<file path="src/gpio_pkg.sv">
// Shared types, register codes and helpers for the GPIO port register block.
`default_nettype none

package gpio_pkg;

  localparam int PinCountDefault = 16;
  localparam int PinWidth        = 16;
  localparam int DataWidth       = 32;
  localparam int IndexWidth      = 3;
  localparam int KeyBitPos       = 16;
  localparam logic [31:0] CfgResetValue = 32'h4444_4444;

  typedef enum logic {
    OpRead  = 1'b0,
    OpWrite = 1'b1
  } op_e;

  typedef enum logic [IndexWidth-1:0] {
    RegCfgLow   = 3'd0,
    RegCfgHigh  = 3'd1,
    RegInput    = 3'd2,
    RegOutput   = 3'd3,
    RegSetReset = 3'd4,
    RegReset    = 3'd5,
    RegLock     = 3'd6
  } reg_idx_e;

  // One access to the lock register, as seen by the key sequencer.
  typedef struct packed {
    logic                wr;
    logic                rd;
    logic                key;
    logic [PinWidth-1:0] mask;
  } lock_req_t;

  // Widens one enable bit per pin into a 4-bit field per pin.
  function automatic logic [31:0] expand_nibbles(input logic [7:0] pins);
    logic [31:0] m;
    m = '0;
    for (int p = 0; p < 8; p++) begin
      m[4*p +: 4] = {4{pins[p]}};
    end
    return m;
  endfunction

endpackage

`default_nettype wire

</file>
<file path="src/gpio_lock.sv">
// Lock key sequencer: tracks the key writes and holds the frozen pin set.
`default_nettype none

module gpio_lock (
  input  wire logic                              clk_i,
  input  wire logic                              rst_ni,
  input  wire gpio_pkg::lock_req_t               req_i,
  output logic [gpio_pkg::PinWidth-1:0]          locked_pins_o,
  output logic [gpio_pkg::KeyBitPos:0]           lock_rdata_o,
  output logic                                   lock_active_o
);
  import gpio_pkg::*;

  typedef enum logic [2:0] {
    KeyIdle     = 3'd0,
    KeyOneSeen  = 3'd1,
    KeyZeroSeen = 3'd2,
    KeyLockNew  = 3'd3,
    KeyLocked   = 3'd4
  } key_step_e;

  key_step_e             step_q, step_d;
  logic [PinWidth-1:0]   seen_q, seen_d;
  logic [PinWidth-1:0]   locked_q, locked_d;
  logic                  is_locked;

  assign is_locked = (step_q == KeyLockNew) || (step_q == KeyLocked);

  always_comb begin
    step_d   = step_q;
    seen_d   = seen_q;
    locked_d = locked_q;
    if (req_i.wr && !is_locked) begin
      if (step_q == KeyOneSeen && !req_i.key && req_i.mask == seen_q) begin
        step_d = KeyZeroSeen;
      end else if (step_q == KeyZeroSeen && req_i.key && req_i.mask == seen_q) begin
        step_d   = KeyLockNew;
        locked_d = req_i.mask;
      end else begin
        step_d = req_i.key ? KeyOneSeen : KeyIdle;
        seen_d = req_i.mask;
      end
    end else if (req_i.rd && step_q == KeyLockNew) begin
      // The first read after locking shows the key bit clear.
      step_d = KeyLocked;
    end
  end

  always_comb begin
    case (step_q)
      KeyLockNew: lock_rdata_o = {1'b0, locked_q};
      KeyLocked:  lock_rdata_o = {1'b1, locked_q};
      KeyOneSeen: lock_rdata_o = {1'b1, seen_q};
      default:    lock_rdata_o = {1'b0, seen_q};
    endcase
  end

  always_ff @(posedge clk_i or negedge rst_ni) begin
    if (!rst_ni) begin
      step_q   <= KeyIdle;
      seen_q   <= '0;
      locked_q <= '0;
    end else begin
      step_q   <= step_d;
      seen_q   <= seen_d;
      locked_q <= locked_d;
    end
  end

  assign locked_pins_o = locked_q;
  assign lock_active_o = is_locked;

endmodule

`default_nettype wire

</file>
<file path="src/gpio_port_register_block.sv">
// Top level of the GPIO port register block.
//
// One bus access is a transfer on the command channel: start_i high while
// busy_o is low accepts operation_i, register_index_i, write_data_i and
// pin_levels_i. busy_o stays low, so an access can be accepted every cycle.
// The access is held in an input register and then applied to the register
// state; its result is registered and appears on read_data_o,
// pin_drive_o and lock_active_o, marked by done_o for exactly one cycle.
// Throughput is one access per cycle; each access passes the input register,
// the decode logic and the result register in order.
// pin_drive_o and lock_active_o show the state after the latest completed
// access and hold between results. The receiver cannot hold results off;
// each one is valid only in its done_o cycle.
// Reset sets both config registers to 0x44444444, clears the output data,
// the lock state and any pending access. A completed lock sequence freezes
// the config nibbles of the selected pins until the next reset.
`default_nettype none

module gpio_port_register_block #(
  parameter int PIN_COUNT = gpio_pkg::PinCountDefault
) (
  input  wire logic                                clk_i,
  input  wire logic                                rst_ni,
  input  wire logic                                start_i,
  output logic                                     busy_o,
  input  wire logic                                operation_i,
  input  wire logic [gpio_pkg::IndexWidth-1:0]     register_index_i,
  input  wire logic [gpio_pkg::DataWidth-1:0]      write_data_i,
  input  wire logic [gpio_pkg::PinWidth-1:0]       pin_levels_i,
  output logic                                     done_o,
  output logic [gpio_pkg::DataWidth-1:0]           read_data_o,
  output logic [gpio_pkg::PinWidth-1:0]            pin_drive_o,
  output logic                                     lock_active_o
);
  import gpio_pkg::*;

  localparam logic [PinWidth-1:0] PinMask = PinWidth'((32'd1 << PIN_COUNT) - 32'd1);

  // Input register.
  logic                  valid_q;
  logic                  op_q;
  logic [IndexWidth-1:0] idx_q;
  logic [DataWidth-1:0]  wdata_q;
  logic [PinWidth-1:0]   levels_q;

  // Register state and result register.
  logic [DataWidth-1:0]  cfg_low_q, cfg_low_d;
  logic [DataWidth-1:0]  cfg_high_q, cfg_high_d;
  logic [PinWidth-1:0]   out_q, out_d;
  logic [DataWidth-1:0]  rdata_q, rdata_d;
  logic                  done_q;

  logic                  is_write;
  logic                  is_read;
  lock_req_t             lock_req;
  logic [PinWidth-1:0]   locked_pins;
  logic [KeyBitPos:0]    lock_rdata;
  logic                  lock_active;
  logic [PinWidth-1:0]   pin_writable;
  logic [DataWidth-1:0]  low_mask;
  logic [DataWidth-1:0]  high_mask;

  assign busy_o   = 1'b0;
  assign is_write = valid_q && (op_e'(op_q) == OpWrite);
  assign is_read  = valid_q && (op_e'(op_q) == OpRead);

  always_ff @(posedge clk_i or negedge rst_ni) begin
    if (!rst_ni) begin
      valid_q <= 1'b0;
    end else begin
      valid_q <= start_i && !busy_o;
    end
  end

  always_ff @(posedge clk_i) begin
    if (start_i && !busy_o) begin
      op_q     <= operation_i;
      idx_q    <= register_index_i;
      wdata_q  <= write_data_i;
      levels_q <= pin_levels_i;
    end
  end

  assign lock_req.wr   = is_write && (reg_idx_e'(idx_q) == RegLock);
  assign lock_req.rd   = is_read && (reg_idx_e'(idx_q) == RegLock);
  assign lock_req.key  = wdata_q[KeyBitPos];
  assign lock_req.mask = wdata_q[PinWidth-1:0] & PinMask;

  gpio_lock u_lock (
    .clk_i         (clk_i),
    .rst_ni        (rst_ni),
    .req_i         (lock_req),
    .locked_pins_o (locked_pins),
    .lock_rdata_o  (lock_rdata),
    .lock_active_o (lock_active)
  );

  // Only present, unlocked pins take config writes.
  assign pin_writable = PinMask & ~locked_pins;
  assign low_mask     = expand_nibbles(pin_writable[7:0]);
  assign high_mask    = expand_nibbles(pin_writable[15:8]);

  always_comb begin
    cfg_low_d  = cfg_low_q;
    cfg_high_d = cfg_high_q;
    out_d      = out_q;
    if (is_write) begin
      case (reg_idx_e'(idx_q))
        RegCfgLow:   cfg_low_d  = (cfg_low_q & ~low_mask) | (wdata_q & low_mask);
        RegCfgHigh:  cfg_high_d = (cfg_high_q & ~high_mask) | (wdata_q & high_mask);
        RegOutput:   out_d = wdata_q[PinWidth-1:0] & PinMask;
        // Set wins over clear when both halves name the same pin.
        RegSetReset: out_d = ((out_q & ~wdata_q[31:16]) | wdata_q[15:0]) & PinMask;
        RegReset:    out_d = out_q & ~wdata_q[PinWidth-1:0] & PinMask;
        default:     out_d = out_q;
      endcase
    end
  end

  always_comb begin
    rdata_d = '0;
    if (is_read) begin
      case (reg_idx_e'(idx_q))
        RegCfgLow:  rdata_d = cfg_low_q;
        RegCfgHigh: rdata_d = cfg_high_q;
        RegInput:   rdata_d = DataWidth'(levels_q & PinMask);
        RegOutput:  rdata_d = DataWidth'(out_q);
        RegLock:    rdata_d = DataWidth'(lock_rdata);
        default:    rdata_d = '0;
      endcase
    end
  end

  always_ff @(posedge clk_i or negedge rst_ni) begin
    if (!rst_ni) begin
      cfg_low_q  <= CfgResetValue;
      cfg_high_q <= CfgResetValue;
      out_q      <= '0;
      done_q     <= 1'b0;
    end else begin
      cfg_low_q  <= cfg_low_d;
      cfg_high_q <= cfg_high_d;
      out_q      <= out_d;
      done_q     <= valid_q;
    end
  end

  always_ff @(posedge clk_i) begin
    rdata_q <= rdata_d;
  end

  assign done_o        = done_q;
  assign read_data_o   = rdata_q;
  assign pin_drive_o   = out_q;
  assign lock_active_o = lock_active;

endmodule

`default_nettype wire

</file>
<file path="config.mk">
export PLATFORM = sky130hd
export DESIGN_NAME = gpio_port_register_block
export DESIGN_NICKNAME = d
export VERILOG_FILES = /design/src/gpio_pkg.sv /design/src/gpio_lock.sv /design/src/gpio_port_register_block.sv
export SDC_FILE = /design/constraint.sdc
export NUM_CORES = 1
export LEC_CHECK = 0
export BUFFER_PORTS_ARGS = -buffer_cell sky130_fd_sc_hd__buf_2
export CAP_MARGIN = 5
export CORE_UTILIZATION = 58
export CTS_CLUSTER_SIZE = 10
export DETAILED_ROUTE_END_ITERATION = 10
export GPL_TIMING_DRIVEN = 0
export PLACE_DENSITY = 0.92
export SYNTH_ARGS = -nofsm -noshare
export SYNTH_HDL_FRONTEND = slang
export SYNTH_SLANG_ARGS = --single-unit
</file>
<file path="constraint.sdc">
create_clock -name clk_i -period 2.8 [get_ports clk_i]
set_input_delay 0.56 -clock clk_i [delete_from_list [all_inputs] [get_ports clk_i]]
set_output_delay 0.56 -clock clk_i [all_outputs]
set_load 0.02 [all_outputs]
</file>
==> results.md <==
- Counting flops and latches in the post-synthesis netlist gives 201.
- Measured along the y axis, the die boundary spans approximately 120 um.
- Setup repair after global routing left no endpoint under its margin.
- The launch instance of the worst register-to-register path is idx_q[2].
- STA classifies the critical path startpoint as a flop.
- The worst register-to-register path has a setup slack of between 0.07 and 0.08 ns.
- In the final routed layout, each cell accounts on average for 22.6 um.
- The number of detailed-route iterations in the first pass is 5.
- Of the cells placed in the final design, the portion with a size suffix greater than 1 is 0.459.
- Dividing total power by cell area gives a power density of 847 nW/um2.
- In the routed layout, each cell is associated on average with a via count of 6.09.
- The routability congestion estimate from global placement is around 0.9.
- The total area of sequential cells is 5150 um2.
- The worst setup path is of the reg -> reg kind.
- The detail route stage leaves a number of antenna-violating nets equal to 0.
- The initial utilization of the core area, before any placement, comes to 0.599.
- The sequential cell area fraction in the yosys report is 0.617.
- The final clock skew is 0.0149 ns.
- The clock passes through at most 3 buffers.
- The largest driver fanout on the critical path is 10.
- The maximum number of pins on one net before global-route repair is 61.
- The share of the clock period used by the worst path after layout is 0.972.
- The routed design has 19.6 mm of wire.
- CTS built an H-tree with a depth of 1.
- In the layout the commonest cells are sky130_fd_sc_hd__buf_2 (110), sky130_fd_sc_hd__dfrtp_1 (101), sky130_fd_sc_hd__mux2_2 (92), sky130_fd_sc_hd__edfxtp_1 (52), sky130_fd_sc_hd__clkbuf_1 (34).
- Headroom to the max-slew limit came out at 0.149.
- In the final timing run, aggregate negative setup slack is 0 ns.
- The number of buffers inserted to repair setup after CTS is 0.
- The hold violation count in the final report is 0.
- Each instance of the synthesized netlist takes up on average 15.5 um2.
- Tracing the worst setup path back leads to its startpoint at idx_q[2].
- Row generation in the floorplan step produced between 40 and 50 rows.
- The worst path meets setup with about 0.077 ns of slack.
- In this run, CTS created clock tree buffers numbering 24.
- The worst slack at placement is ~0.22 ns.
- The data required time of the critical path is approximately 3.2 ns.
- The most common cell after layout, fill and taps aside is sky130_fd_sc_hd__buf_2.
- The count of input and output buffers is 104.
- The highest achievable clock rate is 367 MHz.
- The pin slew with the least headroom to its limit is 1.28 ns.
- Hold repair after CTS inserted 0 buffers.
- The summed instance area of the synthesized netlist is 8340 um2.
- The repair_antennas step left the layout with diodes totalling 0.
- The data arrival time of the critical path is 3.16 ns.
- The via count of the first global-routing pass is roughly 5,400.
- After filler insertion, the fill cell instance count of the layout stands at 851.
- The core box area is 13,900 um2.
- TritonCTS built the clock tree.
- IR analysis of the VDD net gives a maximum drop of 0.000538 V.
- The CTS clock-pin slew for the worst setup and hold paths is 0.05 ns.
- Synthesis handed over a netlist of about 540 instances.
- The max-capacitance violation count is 0.
- The signed area change from the synthesized netlist to the final layout is 17.8%.
- For this run, design rule violations remaining after detail routing come to 0.
- The overall fraction of global-route tracks in use is 0.271.
- Synthesis instantiated 46 different standard cells from the library.
- The clock latency of the later-clocked register in the worst-skew pair is 0.51 ns.
- The path class of the tightest hold or removal check is in -> async.
- The minimum clock period after layout is ~2.7 ns.
- The total I/O pin count is ~110.
- The cell chosen for the clock root is sky130_fd_sc_hd__clkbuf_16.
- The number of nets in the synthesized netlist is 594.
- Total power for the finished layout comes to 8.32 mW.
- The global route total overflow is 0.
- The reported leakage power is 4.23 nW.
- The x dimension of the die is 122 um.
- The area of the multi-input gates is 3000 um2.
- The total die area is 14,900 um2.
- The flow ran to the end, and the final reports show no timing, DRC or antenna violations.
- The number of pins with negative max-slew slack in the final report was 0.
- The detailed placer's ending HPWL is 12.6 mm.
- For this block, the via count after detailed routing is 5,283.
- The post-CTS resize count is 0.
- For this block, the initial DRC count from the detailed router was 514.
- For the worst flop-to-flop path, the logic depth is 7.
- The endpoint identified for the worst register-to-register timing path is pin_drive_o[10].
- The kind of capture point of the worst setup path is a flop.
- Setup violations remaining at the end of the flow were counted as 0.
- The initial antenna violation count is 0.
- The first global-routing pass estimated 30.1 mm of wire.
- For this design, the sink count on the clock tree is 201.
- The final layout net count is 725.
- The number of warnings printed during yosys synthesis is 0.
==> per-stage QoR <==
stage | hold WS, ns | instance area [um2] | util | cells
floorplan | 0.264 | 8340 | - | 539
global placement | 0.477 | 9090 | 0.652 | 823
detailed placement | 0.494 | 9120 | 0.654 | 824
CTS | 0.159 | 9820 | 0.705 | 868
global route | 0.191 | 9820 | 0.705 | 868
finish | 0.120 | 9820 | 0.705 | 868
==> layer usage <==
layer	track usage	wire, um	vias to the layer above
met5	0	0	-
met4	0.107	643	0
met3	0.0506	1530	66
met2	0.424	9270	280
met1	0.377	8150	2668
li1	-	-	2269
==> synth_stat cells, drive strengths merged <==
master / instances / area share
inv: 1 / 0.00045
edfxtp: 52 / 0.19
nor3: 3 / 0.0032
a21oi: 3 / 0.0018
a22o: 16 / 0.017
nand3: 2 / 0.0012
nand2: 6 / 0.0027
clkbuf: 18 / 0.0093
or2: 10 / 0.0075
o21ai: 5 / 0.0030
o221ai: 16 / 0.017
nand4: 6 / 0.0063
a21boi: 1 / 0.0023
nor2: 26 / 0.014
o21a: 1 / 0.00090
dfxtp: 32 / 0.077
nand3b: 2 / 0.0018
a22oi: 16 / 0.014
a21o: 1 / 0.00090
dfstp: 16 / 0.050
mux2i: 16 / 0.019
and2: 1 / 0.00075
xnor2: 18 / 0.019
conb: 1 / 0.00045
or4: 1 / 0.00090
nor3b: 2 / 0.0018
buf: 14 / 0.013
nor4: 1 / 0.0026
mux4: 16 / 0.043
nor2b: 18 / 0.014
nand2b: 3 / 0.0023
dfrtp: 101 / 0.30
or3b: 1 / 0.0011
a41oi: 1 / 0.0011
mux2: 112 / 0.16
==> cell families after synthesis <==
kind of cell,count (synthesis),share of synthesized area
AND/OR/NAND/NOR,82,0.0599
multiplexers,144,0.223
flip-flops,201,0.617
AO/OA/AOI/OAI,60,0.0581
other,1,0.000450
XOR/XNOR,18,0.0189
buffers and inverters,33,0.0226
==> worst max path at each step <==
stage / slack [ns] / end / cells after the start
detailed placement: 0.22 / pin_drive_o[6] / 7
CTS: 0.14 / lock_active_o / 5
finish: 0.08 / pin_drive_o[10] / 7
floorplan: 0.75 / u_lock.seen_q[10] / 7
global placement: -0.11 / async pin / 1
global route: 0.03 / pin_drive_o[10] / 7
==> where the power goes <==
| part | total, mW | internal, mW | switching [mW] |
|---|---|---|---|
| clock network | 2.82 | 1.68 | 1.14 |
| logic | 1.48 | 0.820 | 0.663 |
| registers | 4.03 | 3.61 | 0.413 |
| total | 8.32 | 6.11 | 2.21 |
==> cell type report <==
cell class / count / share of cell area
multi-input combinational: 305 / 0.306
clock buffer: 43 / 0.0716
clock inverter: 1 / 0.000509
sequential: 201 / 0.524
timing repair buffer: 105 / 0.0560
inverter: 1 / 0.000382
tap: 180 / 0.0229
buffer: 32 / 0.0188
==> critical path, stage by stage, from the launching register on <==
cell                       delay [ns]
sky130_fd_sc_hd__edfxtp_1        0.50
sky130_fd_sc_hd__inv_2           0.23
sky130_fd_sc_hd__nand3_1         0.09
sky130_fd_sc_hd__a21oi_1         0.67
sky130_fd_sc_hd__and2_1          0.23
sky130_fd_sc_hd__clkbuf_1        0.37
sky130_fd_sc_hd__buf_2           0.36
sky130_fd_sc_hd__a22o_2          0.21
Power figures use the tool's default switching activity.
